**config.mk**
```make
export PLATFORM = sky130hd
export DESIGN_NAME = quad_to_double_narrowing_flat
export DESIGN_NICKNAME = d
export VERILOG_FILES = /design/src/hdl/qtd_pkg.sv /design/src/hdl/qtd_stream_if.sv /design/src/hdl/qtd_stage.sv /design/src/hdl/qtd_align.sv /design/src/hdl/qtd_round.sv /design/src/hdl/quad_to_double_narrowing.sv /design/src/flat_wrapper.sv
export SDC_FILE = /design/constraint.sdc
export NUM_CORES = 1
export LEC_CHECK = 0
export BUFFER_PORTS_ARGS = -buffer_cell sky130_fd_sc_hd__buf_4
export CELL_PAD_IN_SITES_DETAIL_PLACEMENT = 0
export CELL_PAD_IN_SITES_GLOBAL_PLACEMENT = 1
export CORE_MARGIN = 2
export CORE_UTILIZATION = 51
export DETAILED_ROUTE_END_ITERATION = 8
export PLACE_DENSITY_LB_ADDON = 0.1
export SYNTH_ARGS = -nofsm -noshare
export SYNTH_HDL_FRONTEND = slang
export SYNTH_HIERARCHICAL = 1
export SYNTH_SLANG_ARGS = --single-unit
```
**constraint.sdc**
```tcl
create_clock -name i_clk -period 8.25 [get_ports i_clk]
set_clock_uncertainty 0.15 [all_clocks]
set_input_delay 2.0625 -clock i_clk [delete_from_list [all_inputs] [get_ports i_clk]]
set_output_delay 2.0625 -clock i_clk [all_outputs]
set_load 0.02 [all_outputs]
```
**src/hdl/qtd_pkg.sv**
```systemverilog
// shared types and constants for the binary128 to binary64 converter
package qtd_pkg;
    localparam int unsigned QEXP_W = 15;
    localparam logic [QEXP_W-1:0] QEXP_ALL_ONES = 15'h7fff;
    localparam int QEXP_BIAS = 16383;
    localparam int DEXP_BIAS = 1023;
    localparam int DEXP_MIN = -1022;
    localparam int BASE_SHIFT = 60;
    localparam int MAX_SHIFT = 113;
    localparam logic [63:0] QNAN_BITS = 64'h7ff8000000000000;
    localparam logic [63:0] INF_BITS = 64'h7ff0000000000000;

    // special-case kinds decided in the first stage
    typedef enum logic [1:0] {
        K_NORM = 2'd0,
        K_ZERO = 2'd1,
        K_INF  = 2'd2,
        K_NAN  = 2'd3
    } t_kind;

    // stage 1 to stage 2: decoded operand
    typedef struct packed {
        logic         sign;
        t_kind        kind;
        logic [6:0]   shift;     // 60..113
        logic [11:0]  biased;    // pre-round biased exponent, 1..2047
        logic [112:0] sig;
    } t_dec;

    // stage 2 to stage 3: aligned significand with rounding bits
    typedef struct packed {
        logic         sign;
        t_kind        kind;
        logic [11:0]  biased;
        logic [52:0]  mant;
        logic         rnd;
        logic         sticky;
    } t_aln;
endpackage

```
**src/hdl/qtd_stream_if.sv**
```systemverilog
// valid/ready stream interface
interface qtd_stream_if (input logic i_clk);
    logic        valid;
    logic        ready;
    logic [63:0] data;
    modport source (output valid, output data, input ready);
    modport sink (input valid, input data, output ready);
endinterface

```
**src/hdl/qtd_stage.sv**
```systemverilog
// one pipeline register stage with valid and stall
module qtd_stage_dec (
    input  logic          i_clk,
    input  logic          i_rst_n,
    input  logic          i_en,
    input  logic          i_valid,
    input  logic [63:0]   i_hi,
    input  logic [63:0]   i_lo,
    output logic          o_valid,
    output qtd_pkg::t_dec o_dec
);
    logic [14:0] w_exp;
    logic [15:0] w_deficit;
    logic signed [16:0] w_biased_full;
    qtd_pkg::t_dec n_dec;
    qtd_pkg::t_dec r_dec;
    logic          r_valid;

    // decode exponent and pick the alignment shift
    always_comb begin
        w_exp = i_hi[62:48];
        w_deficit = 16'd0;
        w_biased_full = 17'(int'(w_exp) - qtd_pkg::QEXP_BIAS + qtd_pkg::DEXP_BIAS);
        n_dec.sign = i_hi[63];
        n_dec.sig = {1'b1, i_hi[47:0], i_lo};
        n_dec.shift = 7'(qtd_pkg::BASE_SHIFT);
        // exponents far above the binary64 range saturate to the overflow code
        n_dec.biased = (w_biased_full > 17'sd2047) ? 12'h7ff : w_biased_full[11:0];
        n_dec.kind = qtd_pkg::K_NORM;
        if (w_exp == qtd_pkg::QEXP_ALL_ONES) begin
            n_dec.kind = (i_hi[47:0] != '0 || i_lo != '0) ? qtd_pkg::K_NAN : qtd_pkg::K_INF;
        end else if (w_exp == '0) begin
            n_dec.kind = qtd_pkg::K_ZERO;
        end else if (int'(w_exp) - qtd_pkg::QEXP_BIAS < qtd_pkg::DEXP_MIN) begin
            w_deficit = 16'(qtd_pkg::DEXP_MIN + qtd_pkg::QEXP_BIAS - int'(w_exp));
            n_dec.biased = 12'd1;
            if (w_deficit > 16'(qtd_pkg::MAX_SHIFT - qtd_pkg::BASE_SHIFT))
                n_dec.kind = qtd_pkg::K_ZERO;
            else
                n_dec.shift = 7'(qtd_pkg::BASE_SHIFT) + w_deficit[6:0];
        end
    end

    always_ff @(posedge i_clk) begin
        if (!i_rst_n) begin
            r_valid <= 1'b0;
        end else if (i_en) begin
            r_valid <= i_valid;
        end
        if (i_en) begin
            r_dec <= n_dec;
        end
    end

    assign o_valid = r_valid;
    assign o_dec = r_dec;
endmodule

```
**src/hdl/qtd_align.sv**
```systemverilog
// stage 2: shift significand right and collect round and sticky bits
module qtd_align (
    input  logic          i_clk,
    input  logic          i_rst_n,
    input  logic          i_en,
    input  logic          i_valid,
    input  qtd_pkg::t_dec i_dec,
    output logic          o_valid,
    output qtd_pkg::t_aln o_aln
);
    logic [113:0] w_ext;
    logic [113:0] w_shr;
    logic [113:0] w_mask;
    qtd_pkg::t_aln n_aln;
    qtd_pkg::t_aln r_aln;
    logic          r_valid;

    // shift by one less than needed so the round bit lands at bit 0
    always_comb begin
        w_ext = {1'b0, i_dec.sig};
        w_shr = w_ext >> (i_dec.shift - 7'd1);
        w_mask = ~({114{1'b1}} << (i_dec.shift - 7'd1));
        n_aln.sign = i_dec.sign;
        n_aln.kind = i_dec.kind;
        n_aln.biased = i_dec.biased;
        n_aln.mant = w_shr[53:1];
        n_aln.rnd = w_shr[0];
        n_aln.sticky = (w_ext & w_mask) != '0;
    end

    always_ff @(posedge i_clk) begin
        if (!i_rst_n) begin
            r_valid <= 1'b0;
        end else if (i_en) begin
            r_valid <= i_valid;
        end
        if (i_en) begin
            r_aln <= n_aln;
        end
    end

    assign o_valid = r_valid;
    assign o_aln = r_aln;
endmodule

```
**src/hdl/qtd_round.sv**
```systemverilog
// stage 3: round to nearest even, renormalize and pack
module qtd_round (
    input  logic          i_clk,
    input  logic          i_rst_n,
    input  logic          i_en,
    input  logic          i_valid,
    input  qtd_pkg::t_aln i_aln,
    output logic          o_valid,
    output logic [63:0]   o_bits
);
    logic [53:0] w_mant;
    logic [11:0] w_biased;
    logic [63:0] n_bits;
    logic [63:0] r_bits;
    logic        r_valid;

    always_comb begin
        w_mant = {1'b0, i_aln.mant};
        if (i_aln.rnd && (i_aln.sticky || i_aln.mant[0]))
            w_mant = w_mant + 54'd1;
        w_biased = i_aln.biased;
        // carry out of the significand
        if (w_mant[53]) begin
            w_mant = w_mant >> 1;
            w_biased = w_biased + 12'd1;
        end
        if (!w_mant[52])
            w_biased = '0;
        case (i_aln.kind)
            qtd_pkg::K_NAN:  n_bits = {i_aln.sign, 63'b0} | qtd_pkg::QNAN_BITS;
            qtd_pkg::K_INF:  n_bits = {i_aln.sign, 63'b0} | qtd_pkg::INF_BITS;
            qtd_pkg::K_ZERO: n_bits = {i_aln.sign, 63'b0};
            default: begin
                if (w_biased >= 12'h7ff)
                    n_bits = {i_aln.sign, 63'b0} | qtd_pkg::INF_BITS;
                else
                    n_bits = {i_aln.sign, w_biased[10:0], w_mant[51:0]};
            end
        endcase
    end

    always_ff @(posedge i_clk) begin
        if (!i_rst_n) begin
            r_valid <= 1'b0;
        end else if (i_en) begin
            r_valid <= i_valid;
        end
        if (i_en) begin
            r_bits <= n_bits;
        end
    end

    assign o_valid = r_valid;
    assign o_bits = r_bits;
endmodule

```
**src/hdl/quad_to_double_narrowing.sv**
```systemverilog
// top level: binary128 to binary64 narrowing conversion pipeline
// Converts a binary128 value (high word, low word) to the nearest binary64 bit pattern,
// round to nearest even, with subnormal outputs, signed infinity on overflow, quiet NaN
// with sign kept, and binary128 subnormals flushed to signed zero. Three register stages
// (decode, align shift, round and pack) accept one transfer every cycle; a stall on the
// output holds all stages in place.
module quad_to_double_narrowing (
    input  logic          i_clk,
    input  logic          i_rst_n,
    qtd_stream_if.sink    i_in_hi,
    qtd_stream_if.sink    i_in_lo,
    qtd_stream_if.source  o_out
);
    logic          w_en;
    logic          w_in_valid;
    logic          w_v1;
    logic          w_v2;
    qtd_pkg::t_dec w_dec;
    qtd_pkg::t_aln w_aln;

    // pipeline advances unless a valid result is waiting
    assign w_en = o_out.ready || !o_out.valid;
    assign w_in_valid = i_in_hi.valid && i_in_lo.valid;
    assign i_in_hi.ready = w_en && i_in_lo.valid;
    assign i_in_lo.ready = w_en && i_in_hi.valid;

    qtd_stage_dec u_dec (
        .i_clk(i_clk), .i_rst_n(i_rst_n), .i_en(w_en), .i_valid(w_in_valid),
        .i_hi(i_in_hi.data), .i_lo(i_in_lo.data), .o_valid(w_v1), .o_dec(w_dec)
    );
    qtd_align u_aln (
        .i_clk(i_clk), .i_rst_n(i_rst_n), .i_en(w_en), .i_valid(w_v1),
        .i_dec(w_dec), .o_valid(w_v2), .o_aln(w_aln)
    );
    qtd_round u_rnd (
        .i_clk(i_clk), .i_rst_n(i_rst_n), .i_en(w_en), .i_valid(w_v2),
        .i_aln(w_aln), .o_valid(o_out.valid), .o_bits(o_out.data)
    );
endmodule

```
**src/flat_wrapper.sv**
```systemverilog
// flat-port wrapper written by rule: the top's interface ports become plain ports
module quad_to_double_narrowing_flat 
  (i_clk, i_rst_n, i_in_hi_valid, i_in_hi_data, i_in_hi_ready, i_in_lo_valid, i_in_lo_data, i_in_lo_ready, o_out_valid, o_out_data, o_out_ready);
  qtd_stream_if i_in_hi_i (.i_clk(i_clk));
  qtd_stream_if i_in_lo_i (.i_clk(i_clk));
  qtd_stream_if o_out_i (.i_clk(i_clk));
  input  logic i_clk;
  input  logic i_rst_n;
  input wire logic [$bits(i_in_hi_i.valid)-1:0] i_in_hi_valid;
  input wire logic [$bits(i_in_hi_i.data)-1:0] i_in_hi_data;
  output wire logic [$bits(i_in_hi_i.ready)-1:0] i_in_hi_ready;
  input wire logic [$bits(i_in_lo_i.valid)-1:0] i_in_lo_valid;
  input wire logic [$bits(i_in_lo_i.data)-1:0] i_in_lo_data;
  output wire logic [$bits(i_in_lo_i.ready)-1:0] i_in_lo_ready;
  output wire logic [$bits(o_out_i.valid)-1:0] o_out_valid;
  output wire logic [$bits(o_out_i.data)-1:0] o_out_data;
  input wire logic [$bits(o_out_i.ready)-1:0] o_out_ready;
  assign i_in_hi_i.valid = i_in_hi_valid;
  assign i_in_hi_i.data = i_in_hi_data;
  assign i_in_hi_ready = i_in_hi_i.ready;
  assign i_in_lo_i.valid = i_in_lo_valid;
  assign i_in_lo_i.data = i_in_lo_data;
  assign i_in_lo_ready = i_in_lo_i.ready;
  assign o_out_valid = o_out_i.valid;
  assign o_out_data = o_out_i.data;
  assign o_out_i.ready = o_out_ready;
  quad_to_double_narrowing u_core (.i_clk(i_clk), .i_rst_n(i_rst_n), .i_in_hi(i_in_hi_i), .i_in_lo(i_in_lo_i), .o_out(o_out_i));
endmodule
```
==> impl_metrics.tcl <==
set metrics [dict create \
    synth_top_family_by_area "simple AND/OR/NAND/NOR gates" \
    vdd_drop_max_v 0.0001431 \
    fmax_mhz 192.7 \
    clkSinkCount 271 \
    firstDrtPassIters 7 \
    synth_compound_area_share_pct 15.59 \
    holdCritStartpoint "u_core/u_dec/o_dec[117]$_DFFE_PP_" \
    vias 18592 \
    drv_slew 0 \
    regToRegEndpoint "u_core/u_aln/o_aln[0]$_DFFE_PP_" \
    use_met3_pct 5.632 \
    hold_violations 0 \
    worst_pin_slew_ns 1.231 \
    syn_inst 2085 \
    p_comb_share_pct 17.5 \
    final_util_pct 58.37 \
    powerDensity_nw_per_um2 160.9 \
    num-fill-cells 3526 \
    hold_end "u_core/u_aln/o_aln[59]$_DFFE_PP_" \
    p_int_uw 2682 \
    grt-busiest-layer "met2" \
    grt_use_met1_pct 46.91 \
    nNetsFinal 2336 \
    clkSlewWorstSetupHoldPaths_ns 0.06 \
    synth-main-ff-cell "edfxtp_1" \
    port_buffers 199 \
    worst-path-max-fanout 36 \
    cap_violations 0 \
    grt_pass1_vias 17263 \
    rsz0062_at_grt "false" \
    synth.area.top_cells "edfxtp_1 39%, mux4_2 11%, mux2i_1 4.7%" \
    pwr-share-seq_pct 47.3 \
    synth_simple_gate_area_share_pct 18.41 \
    ctsHoldBuffers 0 \
    synth-seq-cells 271 \
    area_delta_synth_final_pct 12.72 \
    grt_usage_pct 35.27 \
    die_h_um 205.1 \
    post_cts_buffers 0 \
    ys_async_sr_fraction_pct 0 \
    hold_depth 0 \
    rows 73 \
    worstPathArrival_ns 2.98 \
    clk_latency_ns 0.58 \
    grt_max_degree 157 \
    crit_chain "buf_4, nand2b_4, and2_1, buf_4" \
    critPathLaunchType "input port" \
    r2r_slack_ns 3.25 \
    core-area_um2 39820 \
    antenna_cells 0 \
    cts.path.max_buffers 3 \
    synth_top_area_cell "edfxtp_1" \
    synth.most_common_cell "edfxtp_1" \
    drc 0 \
    max_slew_margin_pct 17.94 \
    ctsResizeCount 0 \
    status "finished, final reports clean" \
    ant_nets 0 \
    ys_top_cells_by_count "268 x edfxtp_1, 250 x nand2_1, 201 x nor2_1" \
    r2r-start "u_core/u_dec/o_dec[125]$_SDFFCE_PP0P_" \
    grt_pass1_wl_mm 110.0 \
    grt.overflow.total 0 \
    synth_nets 2233 \
    root_buffer "clkbuf_16" \
    routabilityCongestion 1.053 \
    rr_worst_depth 9 \
    tns_ns 0 \
    cts_tree "done" \
    synth_xor_area_share_pct 3.780 \
    slowest_stage "nand2b_4" \
    fin_area_um2 23250 \
    avgSynthCellArea_um2 9.891 \
    timing.final.crit_share_pct 62.89 \
    worstSetupStartpoint "o_out_ready" \
    synth_mux_area_share_pct 17.66 \
    postPlaceCellArea_um2 22270 \
    clkPwrFrac_pct 35.2 \
    min_path_type "register to register" \
    crit_family "simple AND/OR/NAND/NOR gates" \
    ys.warnings.count 6 \
    antenna_found_initial 0 \
    dieWidth_um 205.1 \
    io_pins 200 \
    synth_edf_count 268 \
    crit_top_cell "buf_4" \
    swShare_pct 28.28 \
    setup_viol 0 \
    cts_max_level 1 \
    crit_type "input port to primary output" \
    synthAdderAreaFrac_pct 0.9101 \
    cts_buffers 30 \
    grt_use_met2_pct 54.81 \
    dieArea_um2 42060 \
    p_sw_uw 1058 \
    cp_slowest_stage_delay_ns 0.35 \
    netlist.area_leader.share_pct 39.02 \
    drt_wl_total_mm 74.81 \
    hpwl_mm 57.15 \
    critPathRequiredTime_ns 6.04 \
    synth_area_um2 20620 \
    cp-end-kind "primary output" \
    via_per_inst 6.795 \
    fin_crit_ns 5.188 \
    drive_above_1_share_pct 21.26 \
    yosysSeqAreaShare_pct 39.32 \
    ys_types 101 \
    crit_buf_inv 2 \
    p_leak_uw 0.008548 \
    avgRoutedWirePerCell_um 27.34 \
    drtIter0Drc 2558 \
    start_util_pct 51.78 \
]
stage by stage:
step	worst slack [ns]	total power [µW]	cells	hold WS, ns
2_1_floorplan	1.630	2140	2085	0.2503
3_3_place_gp	3.027	2421	2681	0.2533
3_5_place_dp	2.977	2428	2681	0.2545
4_1_cts	3.060	3734	2736	0.2690
5_1_grt	3.001	3869	2736	0.2864
6_report	3.062	3740	2736	0.2665
flip-flops by register name, indices dropped and copies added (netlist names):
register and flops:
u_core/u_aln/o_aln 70, u_core/u_dec/o_valid 1, u_core/u_dec/o_dec 134, u_core/u_rnd/o_bits 64, u_core/u_rnd/o_valid 1, u_core/u_aln/o_valid 1
worst max path at each step:
stage	depth (start not counted)	slack, ns	to
3_3_place_gp	10	3.03	u_core/u_dec/o_dec[113]$_DFFE_PP_
6_report	4	3.06	i_in_hi_ready
5_1_grt	4	3.00	i_in_hi_ready
3_5_place_dp	10	2.98	u_core/u_dec/o_dec[113]$_DFFE_PP_
2_1_floorplan	2	1.63	i_in_hi_ready
4_1_cts	4	3.06	i_in_hi_ready
power groups by stage:
stage | clock network [µW] | logic (µW) | registers (µW)
2_1_floorplan | 0 | 372 | 1770
3_3_place_gp | 0 | 634 | 1790
3_5_place_dp | 0 | 639 | 1790
4_1_cts | 1330 | 641 | 1760
5_1_grt | 1390 | 701 | 1770
6_report | 1320 | 653 | 1770
cell families after synthesis:
logic type      Yosys count
other cells               2
buf+inv                 188
simple gates            777
compound gates          508
fa+ha+maj                15
xor+xnor                 89
mux                     235
flops                   271
final cells by class:
type                       instances  area (µm²)  area share, %
multi-input combinational       1626       11680          50.23
inverter                          35       131.4         0.5652
clock inverter                    14       146.4         0.6297
sequential                       271        8108          34.88
tap                              525       656.9          2.826
timing repair buffer             224        1694          7.288
clock buffer                      41       832.0          3.579
layer usage:
| metal | share of wire [%] | vias up | wire length [µm] |
|---|---|---|---|
| met3 | 10 | 257 | 7661 |
| met4 | 6.8 | 0 | 5119 |
| li1 | - | 8225 | - |
| met5 | 0 | - | 0 |
| met2 | 45 | 1211 | 33390 |
| met1 | 38 | 8899 | 28640 |
cell usage in the layout, fill, tap and decap left out, types with 27 or more instances in the layout:
| cell | instances |
|---|---|
| buf_4 | 223 |
| mux2_2 | 40 |
| mux2i_1 | 96 |
| nand4_1 | 43 |
| mux4_2 | 99 |
| nor2_1 | 201 |
| o21ai_0 | 130 |
| nor3_1 | 55 |
| nand3_1 | 49 |
| nor4_1 | 46 |
| o22ai_1 | 27 |
| xor2_1 | 33 |
| a211oi_1 | 33 |
| inv_1 | 33 |
| a21oi_1 | 144 |
| clkbuf_16 | 30 |
| nand2_1 | 249 |
| edfxtp_1 | 268 |
| and2_1 | 29 |
| xnor2_1 | 54 |
No activity file was read; power rests on OpenSTA's default activity.
